[src/rtl/core/fis_pkg.sv]
// fis_pkg: widths, constants, state encoding and result word of the frame interval statistics
// no dependencies; compiled first
package fis_pkg;

  localparam int STAMP_W   = 64;
  localparam int DT_W      = 32;
  localparam int RATE_W    = 24;
  localparam int TARGET_W  = 30;
  localparam int ACC_W     = 33;
  localparam int STEPS_W   = 3;
  localparam int DIGIT_W   = 4;
  localparam int AVG_NUM_W = 37;

  localparam int RATE_FRAC_BITS_DEF = 8;

  localparam logic [TARGET_W-1:0] TARGET_RESET    = 30'd16666667;
  localparam logic [DT_W-1:0]     NO_TARGET_LIMIT = 32'd100000000;
  localparam logic [TARGET_W-1:0] NS_PER_SEC      = 30'd1000000000;
  localparam logic [RATE_W-1:0]   RATE_MAX        = '1;
  localparam logic [DT_W-1:0]     RATE_AVG_DIV    = 32'd10;
  localparam logic [DT_W-1:0]     RATE_AVG_ROUND  = 32'd5;
  localparam logic [DT_W-1:0]     DT_AVG_DIV      = 32'd20;
  localparam logic [DT_W-1:0]     DT_AVG_ROUND    = 32'd10;
  localparam logic [STEPS_W-1:0]  MAX_STEPS       = 3'd5;

  typedef enum logic [3:0] {
    ST_IDLE,
    ST_DELTA,
    ST_CLAMP,
    ST_STATS,
    ST_TOTAL,
    ST_RATE_GO,
    ST_RATE_WAIT,
    ST_RAVG_GO,
    ST_RAVG_WAIT,
    ST_IAVG_GO,
    ST_IAVG_WAIT,
    ST_STEP_SUM,
    ST_STEP_CLIP,
    ST_STEP_DRAIN,
    ST_OUTPUT
  } fis_state_t;

  typedef struct packed {
    logic [DT_W-1:0]    frame_dt_ns;
    logic [DT_W-1:0]    raw_dt_ns;
    logic [RATE_W-1:0]  smoothed_rate_q8;
    logic [DT_W-1:0]    min_dt_ns;
    logic [DT_W-1:0]    max_dt_ns;
    logic [DT_W-1:0]    avg_dt_ns;
    logic [STAMP_W-1:0] total_time_ns;
    logic [DT_W-1:0]    frame_number;
    logic [STEPS_W-1:0] fixed_steps;
    logic               hitch;
  } fis_result_t;

endpackage

[src/rtl/core/fis_channels.sv]
// fis channels: valid/ready interfaces for timestamp words, result words and the target register
// depends on fis_pkg
interface fis_stamp_if;
  import fis_pkg::*;
  logic               valid;
  logic               ready;
  logic [STAMP_W-1:0] timestamp_ns;
  modport source (output valid, output timestamp_ns, input ready);
  modport sink (input valid, input timestamp_ns, output ready);
endinterface

interface fis_result_if;
  import fis_pkg::*;
  logic               valid;
  logic               ready;
  logic [DT_W-1:0]    frame_dt_ns;
  logic [DT_W-1:0]    raw_dt_ns;
  logic [RATE_W-1:0]  smoothed_rate_q8;
  logic [DT_W-1:0]    min_dt_ns;
  logic [DT_W-1:0]    max_dt_ns;
  logic [DT_W-1:0]    avg_dt_ns;
  logic [STAMP_W-1:0] total_time_ns;
  logic [DT_W-1:0]    frame_number;
  logic [STEPS_W-1:0] fixed_steps;
  logic               hitch;
  modport source (output valid, output frame_dt_ns, output raw_dt_ns,
                  output smoothed_rate_q8, output min_dt_ns, output max_dt_ns,
                  output avg_dt_ns, output total_time_ns, output frame_number,
                  output fixed_steps, output hitch, input ready);
  modport sink (input valid, input frame_dt_ns, input raw_dt_ns,
                input smoothed_rate_q8, input min_dt_ns, input max_dt_ns,
                input avg_dt_ns, input total_time_ns, input frame_number,
                input fixed_steps, input hitch, output ready);
endinterface

interface fis_cfg_if;
  import fis_pkg::*;
  logic                valid;
  logic                ready;
  logic [TARGET_W-1:0] target_period_ns;
  modport source (output valid, output target_period_ns, input ready);
  modport sink (input valid, input target_period_ns, output ready);
endinterface

[src/rtl/core/fis_div.sv]
// fis_div: restoring divider, one quotient bit per cycle
// standalone; instantiated by frame_interval_statistics
module fis_div #(
  parameter int NUM_W = 38,
  parameter int DEN_W = 32
) (
  input  logic             clk,
  input  logic             rst,
  input  logic             start,
  input  logic [NUM_W-1:0] num,
  input  logic [DEN_W-1:0] den,
  output logic             done,
  output logic [NUM_W-1:0] quo
);

  localparam int CNT_W = $clog2(NUM_W);

  logic             busy;
  logic [CNT_W-1:0] cnt;
  logic [DEN_W-1:0] rem;
  logic [DEN_W-1:0] den_r;
  logic [NUM_W-1:0] quo_r;
  logic [DEN_W:0]   shifted;
  logic [DEN_W+1:0] trial;

  // next partial remainder and its trial subtraction
  assign shifted = {rem, quo_r[NUM_W-1]};
  assign trial   = {1'b0, shifted} - {2'b00, den_r};
  assign quo     = quo_r;

  always_ff @(posedge clk) begin
    if (rst) begin
      busy <= 1'b0;
      done <= 1'b0;
      cnt  <= '0;
    end else begin
      done <= 1'b0;
      if (start) begin
        busy <= 1'b1;
        cnt  <= '0;
      end else if (busy) begin
        if (cnt == CNT_W'(NUM_W - 1)) begin
          busy <= 1'b0;
          done <= 1'b1;
        end else begin
          cnt <= cnt + 1'b1;
        end
      end
    end
  end

  always_ff @(posedge clk) begin
    if (start) begin
      rem   <= '0;
      den_r <= den;
      quo_r <= num;
    end else if (busy) begin
      if (!trial[DEN_W+1]) begin
        rem   <= trial[DEN_W-1:0];
        quo_r <= {quo_r[NUM_W-2:0], 1'b1};
      end else begin
        rem   <= shifted[DEN_W-1:0];
        quo_r <= {quo_r[NUM_W-2:0], 1'b0};
      end
    end
  end

endmodule

[src/rtl/core/frame_interval_statistics.sv]
// frame_interval_statistics: frame interval, clamp, min/max, moving averages and fixed steps
// depends on fis_pkg, fis_channels (interfaces) and fis_div
//
// usage
//   stamp  : one word per frame, the 64-bit frame time in ns; taken when valid and ready
//   result : one word per stamp word with clamped/raw interval, smoothed rate (q8),
//            min/max/average interval, total time, frame count, fixed steps and hitch
//   cfg    : write of the target period register; always ready, write only while idle
// timing
//   one stamp word at a time; a new word is taken only in the idle state, after the
//   previous result has been handed to the output register
//   interval and total time: each in a 4-bit digit-serial adder; rate, rate average
//   and interval average: each on one bit-serial divider; fixed-step drain: one period
//   removed per step; a zero interval skips the two rate divisions, a zero target
//   skips the step stage
// reset: synchronous, active high; statistics return to their start values, the target
//   period to 16666667 ns, and the result channel empties
// stall
//   the result sits in an output register; the next stamp word is taken and worked on
//   while it waits, and the block holds in its final state until the register frees up
module frame_interval_statistics #(
  parameter int RATE_FRAC_BITS = fis_pkg::RATE_FRAC_BITS_DEF
) (
  input  logic   clk,
  input  logic   rst,
  fis_stamp_if.sink    stamp,
  fis_result_if.source result,
  fis_cfg_if.sink      cfg
);

  import fis_pkg::*;

  // divider wide enough for the scaled second and for the interval average numerator
  localparam int NUM_W = (TARGET_W + RATE_FRAC_BITS > AVG_NUM_W) ?
                         (TARGET_W + RATE_FRAC_BITS) : AVG_NUM_W;
  localparam logic [NUM_W-1:0] RATE_NUM = NUM_W'(NS_PER_SEC) << RATE_FRAC_BITS;
  localparam int DIGITS = STAMP_W / DIGIT_W;
  localparam int DCNT_W = $clog2(DIGITS);

  fis_state_t state, state_next;

  // configuration
  logic [TARGET_W-1:0] target;

  // running statistics
  logic [STAMP_W-1:0] last_stamp;
  logic               seen_first;
  logic [RATE_W-1:0]  rate_avg;
  logic [DT_W-1:0]    min_interval;
  logic [DT_W-1:0]    max_interval;
  logic [DT_W-1:0]    interval_avg;
  logic [STAMP_W-1:0] run_time;
  logic [DT_W-1:0]    frames_seen;
  logic [ACC_W-1:0]   step_accumulator;

  // per-word working registers
  logic [STAMP_W-1:0] op_a;
  logic [STAMP_W-1:0] op_b;
  logic               carry;
  logic [DCNT_W-1:0]  dcnt;
  logic [DT_W-1:0]    raw;
  logic [DT_W-1:0]    dt;
  logic [RATE_W-1:0]  inst;
  logic [ACC_W:0]     acc;
  logic [ACC_W-1:0]   cap;
  logic [STEPS_W-1:0] steps;
  logic               hitch;

  // output register
  logic        res_valid;
  fis_result_t res;

  // digit-serial adder
  logic [DIGIT_W:0]   dsum;
  logic [STAMP_W-1:0] op_a_next;
  logic               dlast;

  // clamp
  logic [DT_W-1:0] raw_c;
  logic [DT_W-1:0] limit_c;

  // divider hookup
  logic             div_start;
  logic             div_done;
  logic [NUM_W-1:0] div_num;
  logic [DT_W-1:0]  div_den;
  logic [NUM_W-1:0] div_quo;

  assign dsum      = {1'b0, op_a[DIGIT_W-1:0]} + {1'b0, op_b[DIGIT_W-1:0]}
                   + {{DIGIT_W{1'b0}}, carry};
  assign op_a_next = {dsum[DIGIT_W-1:0], op_a[STAMP_W-1:DIGIT_W]};
  assign dlast     = (dcnt == DCNT_W'(DIGITS - 1));

  // raw interval saturates to 32 bits, then clamps to three periods or 100 ms
  assign raw_c   = (|op_a[STAMP_W-1:DT_W]) ? '1 : op_a[DT_W-1:0];
  assign limit_c = (target != '0) ?
                   (({2'b00, target} << 1) + {2'b00, target}) : NO_TARGET_LIMIT;

  assign stamp.ready = (state == ST_IDLE);
  assign cfg.ready   = 1'b1;

  // ---------------------------------------------------------------------------
  // shared divider: instant rate, rate average /10, interval average /20
  // ---------------------------------------------------------------------------
  always_comb begin
    div_start = 1'b0;
    div_num   = RATE_NUM;
    div_den   = dt;
    unique case (state)
      ST_RATE_GO: begin
        div_start = 1'b1;
      end
      ST_RAVG_GO: begin
        div_start = 1'b1;
        // 9*avg + instant + 5
        div_num   = (NUM_W'(rate_avg) << 3) + NUM_W'(rate_avg) + NUM_W'(inst)
                  + NUM_W'(RATE_AVG_ROUND);
        div_den   = RATE_AVG_DIV;
      end
      ST_IAVG_GO: begin
        div_start = 1'b1;
        // 19*avg + dt + 10
        div_num   = (NUM_W'(interval_avg) << 4) + (NUM_W'(interval_avg) << 1)
                  + NUM_W'(interval_avg) + NUM_W'(dt) + NUM_W'(DT_AVG_ROUND);
        div_den   = DT_AVG_DIV;
      end
      default: begin
        div_start = 1'b0;
      end
    endcase
  end

  fis_div #(
    .NUM_W(NUM_W),
    .DEN_W(DT_W)
  ) u_div (
    .clk  (clk),
    .rst  (rst),
    .start(div_start),
    .num  (div_num),
    .den  (div_den),
    .done (div_done),
    .quo  (div_quo)
  );

  // ---------------------------------------------------------------------------
  // sequencer
  // ---------------------------------------------------------------------------
  always_ff @(posedge clk) begin
    if (rst) begin
      state <= ST_IDLE;
    end else begin
      state <= state_next;
    end
  end

  always_comb begin
    state_next = state;
    unique case (state)
      ST_IDLE:       if (stamp.valid) state_next = ST_DELTA;
      ST_DELTA:      if (dlast) state_next = ST_CLAMP;
      ST_CLAMP:      state_next = ST_STATS;
      ST_STATS:      state_next = ST_TOTAL;
      ST_TOTAL: begin
        // a zero interval leaves the rate average alone
        if (dlast) state_next = (dt != '0) ? ST_RATE_GO : ST_IAVG_GO;
      end
      ST_RATE_GO:    state_next = ST_RATE_WAIT;
      ST_RATE_WAIT:  if (div_done) state_next = ST_RAVG_GO;
      ST_RAVG_GO:    state_next = ST_RAVG_WAIT;
      ST_RAVG_WAIT:  if (div_done) state_next = ST_IAVG_GO;
      ST_IAVG_GO:    state_next = ST_IAVG_WAIT;
      ST_IAVG_WAIT: begin
        // no target period: accumulator holds, no steps
        if (div_done) state_next = (target != '0) ? ST_STEP_SUM : ST_OUTPUT;
      end
      ST_STEP_SUM:   state_next = ST_STEP_CLIP;
      ST_STEP_CLIP:  state_next = ST_STEP_DRAIN;
      ST_STEP_DRAIN: if (acc < {4'b0000, target}) state_next = ST_OUTPUT;
      ST_OUTPUT:     if (!res_valid || result.ready) state_next = ST_IDLE;
      default:       state_next = ST_IDLE;
    endcase
  end

  // target period register
  always_ff @(posedge clk) begin
    if (rst) begin
      target <= TARGET_RESET;
    end else if (cfg.valid && cfg.ready) begin
      target <= cfg.target_period_ns;
    end
  end

  // ---------------------------------------------------------------------------
  // statistics and per-word datapath
  // ---------------------------------------------------------------------------
  always_ff @(posedge clk) begin
    if (rst) begin
      last_stamp       <= '0;
      seen_first       <= 1'b0;
      rate_avg         <= '0;
      min_interval     <= '1;
      max_interval     <= '0;
      interval_avg     <= DT_W'(TARGET_RESET);
      run_time         <= '0;
      frames_seen      <= '0;
      step_accumulator <= '0;
    end else begin
      unique case (state)
        ST_IDLE: begin
          if (stamp.valid) begin
            last_stamp <= stamp.timestamp_ns;
            seen_first <= 1'b1;
          end
        end
        ST_STATS: begin
          if (dt < min_interval) min_interval <= dt;
          if (dt > max_interval) max_interval <= dt;
          frames_seen <= frames_seen + 1'b1;
        end
        ST_TOTAL: begin
          if (dlast) run_time <= op_a_next;
        end
        ST_RAVG_WAIT: begin
          if (div_done) begin
            rate_avg <= (|div_quo[NUM_W-1:RATE_W]) ? RATE_MAX : div_quo[RATE_W-1:0];
          end
        end
        ST_IAVG_WAIT: begin
          if (div_done) interval_avg <= div_quo[DT_W-1:0];
        end
        ST_STEP_DRAIN: begin
          if (acc < {4'b0000, target}) step_accumulator <= acc[ACC_W-1:0];
        end
        default: begin
        end
      endcase
    end
  end

  always_ff @(posedge clk) begin
    unique case (state)
      ST_IDLE: begin
        // difference as a + ~b + 1; the first frame subtracts itself to get zero
        op_a  <= stamp.timestamp_ns;
        op_b  <= seen_first ? ~last_stamp : ~stamp.timestamp_ns;
        carry <= 1'b1;
        dcnt  <= '0;
        steps <= '0;
        hitch <= 1'b0;
      end
      ST_DELTA, ST_TOTAL: begin
        op_a  <= op_a_next;
        op_b  <= op_b >> DIGIT_W;
        carry <= dsum[DIGIT_W];
        dcnt  <= dcnt + 1'b1;
      end
      ST_CLAMP: begin
        raw <= raw_c;
        dt  <= (raw_c < limit_c) ? raw_c : limit_c;
      end
      ST_STATS: begin
        op_a  <= run_time;
        op_b  <= {{(STAMP_W-DT_W){1'b0}}, dt};
        carry <= 1'b0;
        dcnt  <= '0;
      end
      ST_RATE_WAIT: begin
        if (div_done) begin
          inst <= (|div_quo[NUM_W-1:RATE_W]) ? RATE_MAX : div_quo[RATE_W-1:0];
        end
      end
      ST_STEP_SUM: begin
        acc <= {1'b0, step_accumulator} + {2'b00, dt};
        cap <= ({3'b000, target} << 2) + {3'b000, target};
      end
      ST_STEP_CLIP: begin
        if (acc > {1'b0, cap}) begin
          acc   <= {1'b0, cap};
          hitch <= 1'b1;
        end
      end
      ST_STEP_DRAIN: begin
        if (acc >= {4'b0000, target}) begin
          acc   <= acc - {4'b0000, target};
          steps <= steps + 1'b1;
        end
      end
      default: begin
      end
    endcase
  end

  // ---------------------------------------------------------------------------
  // output register
  // ---------------------------------------------------------------------------
  always_ff @(posedge clk) begin
    if (rst) begin
      res_valid <= 1'b0;
    end else if (state == ST_OUTPUT && (!res_valid || result.ready)) begin
      res_valid <= 1'b1;
    end else if (result.ready) begin
      res_valid <= 1'b0;
    end
  end

  always_ff @(posedge clk) begin
    if (state == ST_OUTPUT && (!res_valid || result.ready)) begin
      res.frame_dt_ns      <= dt;
      res.raw_dt_ns        <= raw;
      res.smoothed_rate_q8 <= rate_avg;
      res.min_dt_ns        <= min_interval;
      res.max_dt_ns        <= max_interval;
      res.avg_dt_ns        <= interval_avg;
      res.total_time_ns    <= run_time;
      res.frame_number     <= frames_seen;
      res.fixed_steps      <= steps;
      res.hitch            <= hitch;
    end
  end

  assign result.valid            = res_valid;
  assign result.frame_dt_ns      = res.frame_dt_ns;
  assign result.raw_dt_ns        = res.raw_dt_ns;
  assign result.smoothed_rate_q8 = res.smoothed_rate_q8;
  assign result.min_dt_ns        = res.min_dt_ns;
  assign result.max_dt_ns        = res.max_dt_ns;
  assign result.avg_dt_ns        = res.avg_dt_ns;
  assign result.total_time_ns    = res.total_time_ns;
  assign result.frame_number     = res.frame_number;
  assign result.fixed_steps      = res.fixed_steps;
  assign result.hitch            = res.hitch;

  // ---------------------------------------------------------------------------
  // checks
  // ---------------------------------------------------------------------------
`ifndef NO_ASSERTIONS
  // an accepted word starts the interval subtraction
  a_accept_starts: assert property (@(posedge clk) disable iff (rst)
    stamp.valid && stamp.ready |=> state == ST_DELTA)
    else $error("accepted word did not start the interval subtraction");

  // a clamped accumulator always drains exactly five periods
  a_hitch_steps: assert property (@(posedge clk) disable iff (rst)
    result.valid && result.hitch |-> result.fixed_steps == MAX_STEPS)
    else $error("hitch without five fixed steps");

  // once a word has been delivered the minimum never exceeds the maximum
  a_min_max: assert property (@(posedge clk) disable iff (rst)
    result.valid |-> result.min_dt_ns <= result.max_dt_ns)
    else $error("minimum interval above maximum interval");

  // divider results only arrive while the sequencer waits for them
  a_div_done: assert property (@(posedge clk) disable iff (rst)
    div_done |-> (state == ST_RATE_WAIT || state == ST_RAVG_WAIT ||
                  state == ST_IAVG_WAIT))
    else $error("divider finished outside a wait state");
`endif

endmodule
[src/flat_wrapper.sv]
// flat-port wrapper written by rule: the top's interface ports become plain ports
module frame_interval_statistics_flat import fis_pkg::*;
#(
  parameter int RATE_FRAC_BITS = fis_pkg::RATE_FRAC_BITS_DEF
)
  (clk, rst, stamp_valid, stamp_timestamp_ns, stamp_ready, result_valid, result_frame_dt_ns, result_raw_dt_ns, result_smoothed_rate_q8, result_min_dt_ns, result_max_dt_ns, result_avg_dt_ns, result_total_time_ns, result_frame_number, result_fixed_steps, result_hitch, result_ready, cfg_valid, cfg_target_period_ns, cfg_ready);
  fis_stamp_if stamp_i ();
  fis_result_if result_i ();
  fis_cfg_if cfg_i ();
  input  logic clk;
  input  logic rst;
  input wire logic [$bits(stamp_i.valid)-1:0] stamp_valid;
  input wire logic [$bits(stamp_i.timestamp_ns)-1:0] stamp_timestamp_ns;
  output wire logic [$bits(stamp_i.ready)-1:0] stamp_ready;
  output wire logic [$bits(result_i.valid)-1:0] result_valid;
  output wire logic [$bits(result_i.frame_dt_ns)-1:0] result_frame_dt_ns;
  output wire logic [$bits(result_i.raw_dt_ns)-1:0] result_raw_dt_ns;
  output wire logic [$bits(result_i.smoothed_rate_q8)-1:0] result_smoothed_rate_q8;
  output wire logic [$bits(result_i.min_dt_ns)-1:0] result_min_dt_ns;
  output wire logic [$bits(result_i.max_dt_ns)-1:0] result_max_dt_ns;
  output wire logic [$bits(result_i.avg_dt_ns)-1:0] result_avg_dt_ns;
  output wire logic [$bits(result_i.total_time_ns)-1:0] result_total_time_ns;
  output wire logic [$bits(result_i.frame_number)-1:0] result_frame_number;
  output wire logic [$bits(result_i.fixed_steps)-1:0] result_fixed_steps;
  output wire logic [$bits(result_i.hitch)-1:0] result_hitch;
  input wire logic [$bits(result_i.ready)-1:0] result_ready;
  input wire logic [$bits(cfg_i.valid)-1:0] cfg_valid;
  input wire logic [$bits(cfg_i.target_period_ns)-1:0] cfg_target_period_ns;
  output wire logic [$bits(cfg_i.ready)-1:0] cfg_ready;
  assign stamp_i.valid = stamp_valid;
  assign stamp_i.timestamp_ns = stamp_timestamp_ns;
  assign stamp_ready = stamp_i.ready;
  assign result_valid = result_i.valid;
  assign result_frame_dt_ns = result_i.frame_dt_ns;
  assign result_raw_dt_ns = result_i.raw_dt_ns;
  assign result_smoothed_rate_q8 = result_i.smoothed_rate_q8;
  assign result_min_dt_ns = result_i.min_dt_ns;
  assign result_max_dt_ns = result_i.max_dt_ns;
  assign result_avg_dt_ns = result_i.avg_dt_ns;
  assign result_total_time_ns = result_i.total_time_ns;
  assign result_frame_number = result_i.frame_number;
  assign result_fixed_steps = result_i.fixed_steps;
  assign result_hitch = result_i.hitch;
  assign result_i.ready = result_ready;
  assign cfg_i.valid = cfg_valid;
  assign cfg_i.target_period_ns = cfg_target_period_ns;
  assign cfg_ready = cfg_i.ready;
  frame_interval_statistics #(.RATE_FRAC_BITS(RATE_FRAC_BITS)) u_core (.clk(clk), .rst(rst), .stamp(stamp_i), .result(result_i), .cfg(cfg_i));
endmodule
[config.mk]
export PLATFORM = sky130hd
export DESIGN_NAME = frame_interval_statistics_flat
export DESIGN_NICKNAME = d
export VERILOG_FILES = /design/src/rtl/core/fis_pkg.sv /design/src/rtl/core/fis_channels.sv /design/src/rtl/core/fis_div.sv /design/src/rtl/core/frame_interval_statistics.sv /design/src/flat_wrapper.sv
export SDC_FILE = /design/constraint.sdc
export NUM_CORES = 2
export LEC_CHECK = 0
export BUFFER_PORTS_ARGS = -buffer_cell sky130_fd_sc_hd__buf_2
export CORE_ASPECT_RATIO = 1.25
export CORE_MARGIN = 2
export CORE_UTILIZATION = 57
export CTS_CLUSTER_DIAMETER = 120
export DETAILED_ROUTE_END_ITERATION = 7
export PLACE_DENSITY = 0.76
export SETUP_SLACK_MARGIN = 0.05
export SLEW_MARGIN = 20
export SYNTH_ARGS = -nofsm -noshare
export SYNTH_HDL_FRONTEND = slang
export SYNTH_SLANG_ARGS = --single-unit
[constraint.sdc]
create_clock -name clk -period 41.6 [get_ports clk]
set_clock_uncertainty 0.05 [all_clocks]
set_input_delay 8.32 -clock clk [delete_from_list [all_inputs] [get_ports clk]]
set_output_delay 8.32 -clock clk [all_outputs]
set_load 0.01 [all_outputs]
# Word level (Yosys, flattened, before mapping)
# Index checks and enable logic that the tools add are counted.
[word_totals]
reg_bits = 1035
output_inout_bits = 287
word_cells = 166
[op_classes]
addsub = 18
order_cmp = 6
n_eq_ne = 26
muxes = 40
n_bitwise = 4
reduce_logical = 33
[op_table]
columns = ["operator", "n"]
rows = [
  ["64-bit one-hot mux with 3 select lines", 2],
  ["32-bit 2-to-1 mux", 4],
  ["64-bit NOT", 2],
  ["34-bit one-hot mux with 3 select lines", 1],
  ["38-bit by 32-bit adder with 38-bit output", 2],
  ["38-bit 2-to-1 mux", 2],
  ["38-bit one-hot mux with 2 select lines", 1],
  ["34-bit 2-to-1 mux", 2],
  ["32-bit < comparator", 2],
  ["64-bit 2-to-1 mux", 1],
  ["32-bit one-hot mux with 2 select lines", 1],
  ["4-bit one-hot mux with 15 select lines", 1],
  ["38-bit by 24-bit adder with 38-bit output", 1],
  ["38-bit by 3-bit adder with 38-bit output, second input constant", 1],
  ["38-bit by 4-bit adder with 38-bit output, second input constant", 1],
  ["36-bit by 33-bit adder with 37-bit output", 1],
  ["4-bit 2-to-1 mux", 9],
  ["33-bit by 32-bit adder with 34-bit output", 1],
  ["34-bit by 30-bit >= comparator with 1-bit output", 1],
  ["34-bit by 33-bit greater-than comparator with 1-bit output", 1],
  ["34-bit by 30-bit < comparator with 1-bit output", 1],
  ["33-bit by 32-bit subtractor with 34-bit output", 1],
  ["34-bit by 30-bit subtractor with 34-bit output", 1],
  ["32-bit by 30-bit adder with 33-bit output", 1],
  ["39 further kinds", 86],
]

# Logic depth before layout (Yosys ltp)
[depth]
ltp_word = 6
mapped_depth = 26

# By module
# Synthesis repeated with hierarchy kept, for this count alone.
[unflattened]
cells_unflattened = 5328
area_unflattened_um2 = 54815.1
[modules_own_cells]
columns = ["module", "n_inst", "cells_each", "area_per_inst_um2", "seq_area_each_um2"]
rows = [
  ["frame_interval_statistics", 1, 4759, 48719.2, 24283.3],
  ["fis_div", 1, 569, 6095.8, 2902.8],
]

# Worst setup path after synthesis
# No wires, ideal clock.
[synth_path]
path_type = "input -> register"
startpoint = "in result_ready"
endpoint = "reg, netlist name u_core.result.avg_dt_ns[0]"
arrival_ns = 27.456
t_required_ns = 40.272
setup_slack_ns = 12.816
path_stages = 2
path_buffers = 0
path_cell_list = "nor2b_1 -> nor3_1"
[synth_between]
elab_chain_cells = 2
[synth_lines]
columns = ["element", "line_no", "rtl"]
rows = [
  ["start: declaration", "flat_wrapper.sv:26", "input wire logic [$bits(result_i.ready)-1:0] result_ready;"],
  ["1-bit logical OR", "frame_interval_statistics.sv:308", "if (state == ST_OUTPUT && (!res_valid || result.ready)) begin"],
  ["1-bit logical AND", "frame_interval_statistics.sv:308", ""],
]
# No other way between the ends.
# A chain may end at the register's enable or synchronous reset.

# Worst setup path after layout
[layout_path]
startpoint = "reg u_core.state[1]"
endpoint = "out stamp_ready"
[layout_between]
elab_chain_cells = 1
[layout_lines]
columns = ["element", "line_no", "rtl"]
rows = [
  ["start: declaration", "frame_interval_statistics.sv:40", "fis_state_t state, state_next;"],
  ["start signal: assignment", "frame_interval_statistics.sv:153", "state <= state_next;"],
  ["4-bit logical NOT", "frame_interval_statistics.sv:99", "assign stamp.ready = (state == ST_IDLE);"],
  ["end: declaration", "flat_wrapper.sv:14", "output wire logic [$bits(stamp_i.ready)-1:0] stamp_ready;"],
]
# No other way between the ends.

==> summary.md <==
| Metric | Value |
|---|---|
| Status | `finished clean` |
| DP HPWL | `approximately 120000 µm` |
| Worst EP arrival | `just over 2000 ps` |
| Post-Syn Nets | `a little over 6k` |
| Setup bufs post-CTS | `0` |
| Number of warnings issued by yosys | `0` |
| CTS resizes | `0` |
| Commonest non-fill, non-tap cell in the layout | `nand2_1` |
| Nets | `~6.6k` |
| Final Cycle Share | `25.0%` |
| HP Class | `flip-flop to flip-flop` |
| Register area share after synthesis | `approximately 48%` |
| Worst-path fanout max | `20` |
| CP Cell Sequence | `nor4_2 > buf_4 > buf_2` |
| Final min period | `approximately 10000 ps` |
| Final Max Tran Viols | `0` |
| Top_reg_cell synth | `edfxtp_1` |
| Synth top area share | `34.3%` |
| H-tree levels | `3` |
| Post-synth ARST share | `0%` |
| Die width | `roughly 290 µm` |
| Chip height | `between 300 and 400 µm` |
| Crit path largest cell delay | `between 500 and 600 ps` |
| Pwr dens | `roughly 52 nW/µm²` |
| Leading area contributor after synthesis | `edfxtp_1` |
| Core area | `between 90000 and 100000 µm²` |
| WL final | `164000 µm` |
| FMAX | `around 0.096 GHz` |
| Dominant cells by area after synthesis | `edfxtp_1 (34%), dfxtp_1 (14%), ha_1 (10%)` |
| Initial core utilization | `a little under three fifths` |
| Vias/cell | `roughly 6.1` |
| Die area | `102000 µm²` |
| Slowest CP cell | `dfxtp_1` |
| Final setup vio count | `0` |
| CTS Buf Count | `102` |
| WP data required | `around 33000 ps` |
| Crit start category | `flip-flop` |
| Reg clk slew, reported paths | `~60 ps` |
| RSZ-0062 raised after global routing | `false` |
| Final design utilization | `64.5%` |
| Seq. cell area | `approximately 27000 µm²` |
| Initial antenna violation count | `25` |
| CTS Buffer Depth | `3` |
| GP Congestion | `~0.96` |
| Post-DRT Antenna Nets | `0` |
| Vias in the first global route | `between 40k and 50k` |
| Root Buffer | `clkbuf_16` |
| Max Cap Violations | `0` |
| Commonest non-fill, non-tap cells in the layout | `nand2_1 (831), edfxtp_1 (646), a21oi_1 (472), ha_1 (465), dfxtp_1 (388)` |
| WL per Instance | `between 20 and 25 µm` |
| Port-buffer cells | `~380` |
| Area delta synth->final | `12.5%` |
| Gr usage total | `31.6%` |
| Hold_buf cts | `0` |
| Synth Instances | `between 5k and 6k` |
| Total clock sinks | `between 1k and 1.5k` |
| Fraction of layout cells with a size suffix above 1 | `between 10 and 15%` |
| DR pass1 iterations | `6` |
| CTS tree | `done` |
| Fillcell total | `between 7k and 8k` |
| Mean Syn Cell Area | `roughly 10 µm²` |
| DRC errors left | `0` |
| Worst VDD drop | `just under 0.00006 V` |
| Max_slew headroom | `roughly 26%` |
| Tightest Pin Transition | `1120 ps` |
| First-pass GRT wire length | `roughly 250000 µm` |
| Num ports | `386` |
| Post-synth EDFFs | `approximately 650` |
| Iter 0 DRT Violations | `just over 4k` |
| Congestion Overflow GR | `0` |
| Crit end category | `primary output` |
| Cell area after synthesis | `56500 µm²` |
| Setup CP Type | `flip-flop to primary output` |
| Synth cell types | `88` |
| TNS Setup | `0 ps` |
| Row count | `roughly 130` |
| Largest net degree at the start of global routing | `150` |
| Area of the multi-input gates | `27400 µm²` |
| #FFs+latches synth | `around 1.0k` |
| Fin. Hold Viols | `0` |
| Routed vias | `around 45k` |
| Worst skew pair latency | `between 700 and 800 ps` |
| Leakage | `around 26 nW` |
-- where the power goes --
part           total [mW]  internal, mW  switching (mW)
logic               0.903         0.321           0.582
clock network       0.986         0.562           0.424
registers            1.39          1.28           0.105
total                3.28          2.17            1.11
-- per-stage QoR --
step / power, mW / cell area (µm²) / setup slack, ps / hold WS, ps / std cells
floorplan: 2.01 / 56500 / 12820 / 350 / 5624
global placement: 2.26 / 59900 / 31060 / 352 / 7161
detailed placement: 2.29 / 59900 / 31010 / 356 / 7161
CTS: 3.27 / 63500 / 31200 / 377 / 7354
global route: 3.42 / 63600 / 31110 / 385 / 7363
finish: 3.28 / 63600 / 31200 / 379 / 7367
-- cell usage after synthesis (all sizes together) (40+ instances only) --
| library cell | number |
|---|---|
| o21a | 55 |
| clkbuf | 206 |
| and3 | 66 |
| ha | 465 |
| xnor2 | 141 |
| edfxtp | 646 |
| nand4 | 63 |
| a22oi | 118 |
| mux2i | 133 |
| o211ai | 80 |
| nor3 | 71 |
| inv | 288 |
| a21oi | 475 |
| a211oi | 40 |
| fa | 42 |
| nor2 | 361 |
| a21o | 167 |
| o21ai | 255 |
| nand2b | 46 |
| or3 | 40 |
| nand3 | 72 |
| xor2 | 115 |
| nor2b | 47 |
| dfxtp | 389 |
| nand2 | 835 |
-- kinds of logic (layout without fill, tap and decap cells) --
kind of cell	count (synthesis)	after routing	synth area share (%)
buf+inv	524	945	3.52
fa+ha+maj	507	507	11.8
xor+xnor	256	256	3.97
simple gates	1721	1721	13.6
flops	1035	1035	48.1
other cells	1	13	0.00664
mux	165	165	3.00
compound gates	1415	1415	16.0
-- layer usage --
metal | vias up | GRT usage, % | share of wire (%)
met5 | - | 0 | 0.10
met4 | 20 | 19.2 | 6.5
met3 | 441 | 5.51 | 7.8
met2 | 1845 | 52.1 | 47
met1 | 21600 | 38.9 | 38
li1 | 21000 | - | -
-- layout make-up --
type / instances / area share, %
Inverter: 289 / 1.71
Clock inverter: 57 / 1.20
Antenna cell: 12 / 0.0472
Clock buffer: 136 / 4.52
Multi-Input combinational cell: 4065 / 43.1
Timing Repair Buffer: 463 / 4.03
Tap cell: 1310 / 2.58
Sequential cell: 1035 / 42.8
-- registers in the layout (all words and copies together), names as in the netlist, 33 cells and up --
name                         count
u_core.run_time                 64
u_core.acc                      34
u_core.cap                      33
u_core.step_accumulator         33
u_core.last_stamp               64
u_core.op_b                     64
u_core.result.total_time_ns     64
u_core.u_div.quo                38
u_core.op_a                     64
-- path summary, 6_finish.rpt --
check	from	to	slack [ps]	cells past startpoint
setup / recovery	u_core.state[1]	stamp_ready	31200	3
hold reg to reg	u_core.raw[13]	u_core.result.raw_dt_ns[13]	380	0
hold / removal	u_core.raw[13]	u_core.result.raw_dt_ns[13]	380	0
setup reg to reg	u_core.target[11]	u_core.dt[15]	34920	19
-- critical path: cells and delay by family (launching register included) --
| family | cells | cell delay [ps] |
|---|---|---|
| buffers and inverters | 2 | 440 |
| flip-flops | 1 | 550 |
| AND/OR/NAND/NOR | 1 | 340 |
No activity file was read; power rests on OpenSTA's default activity.
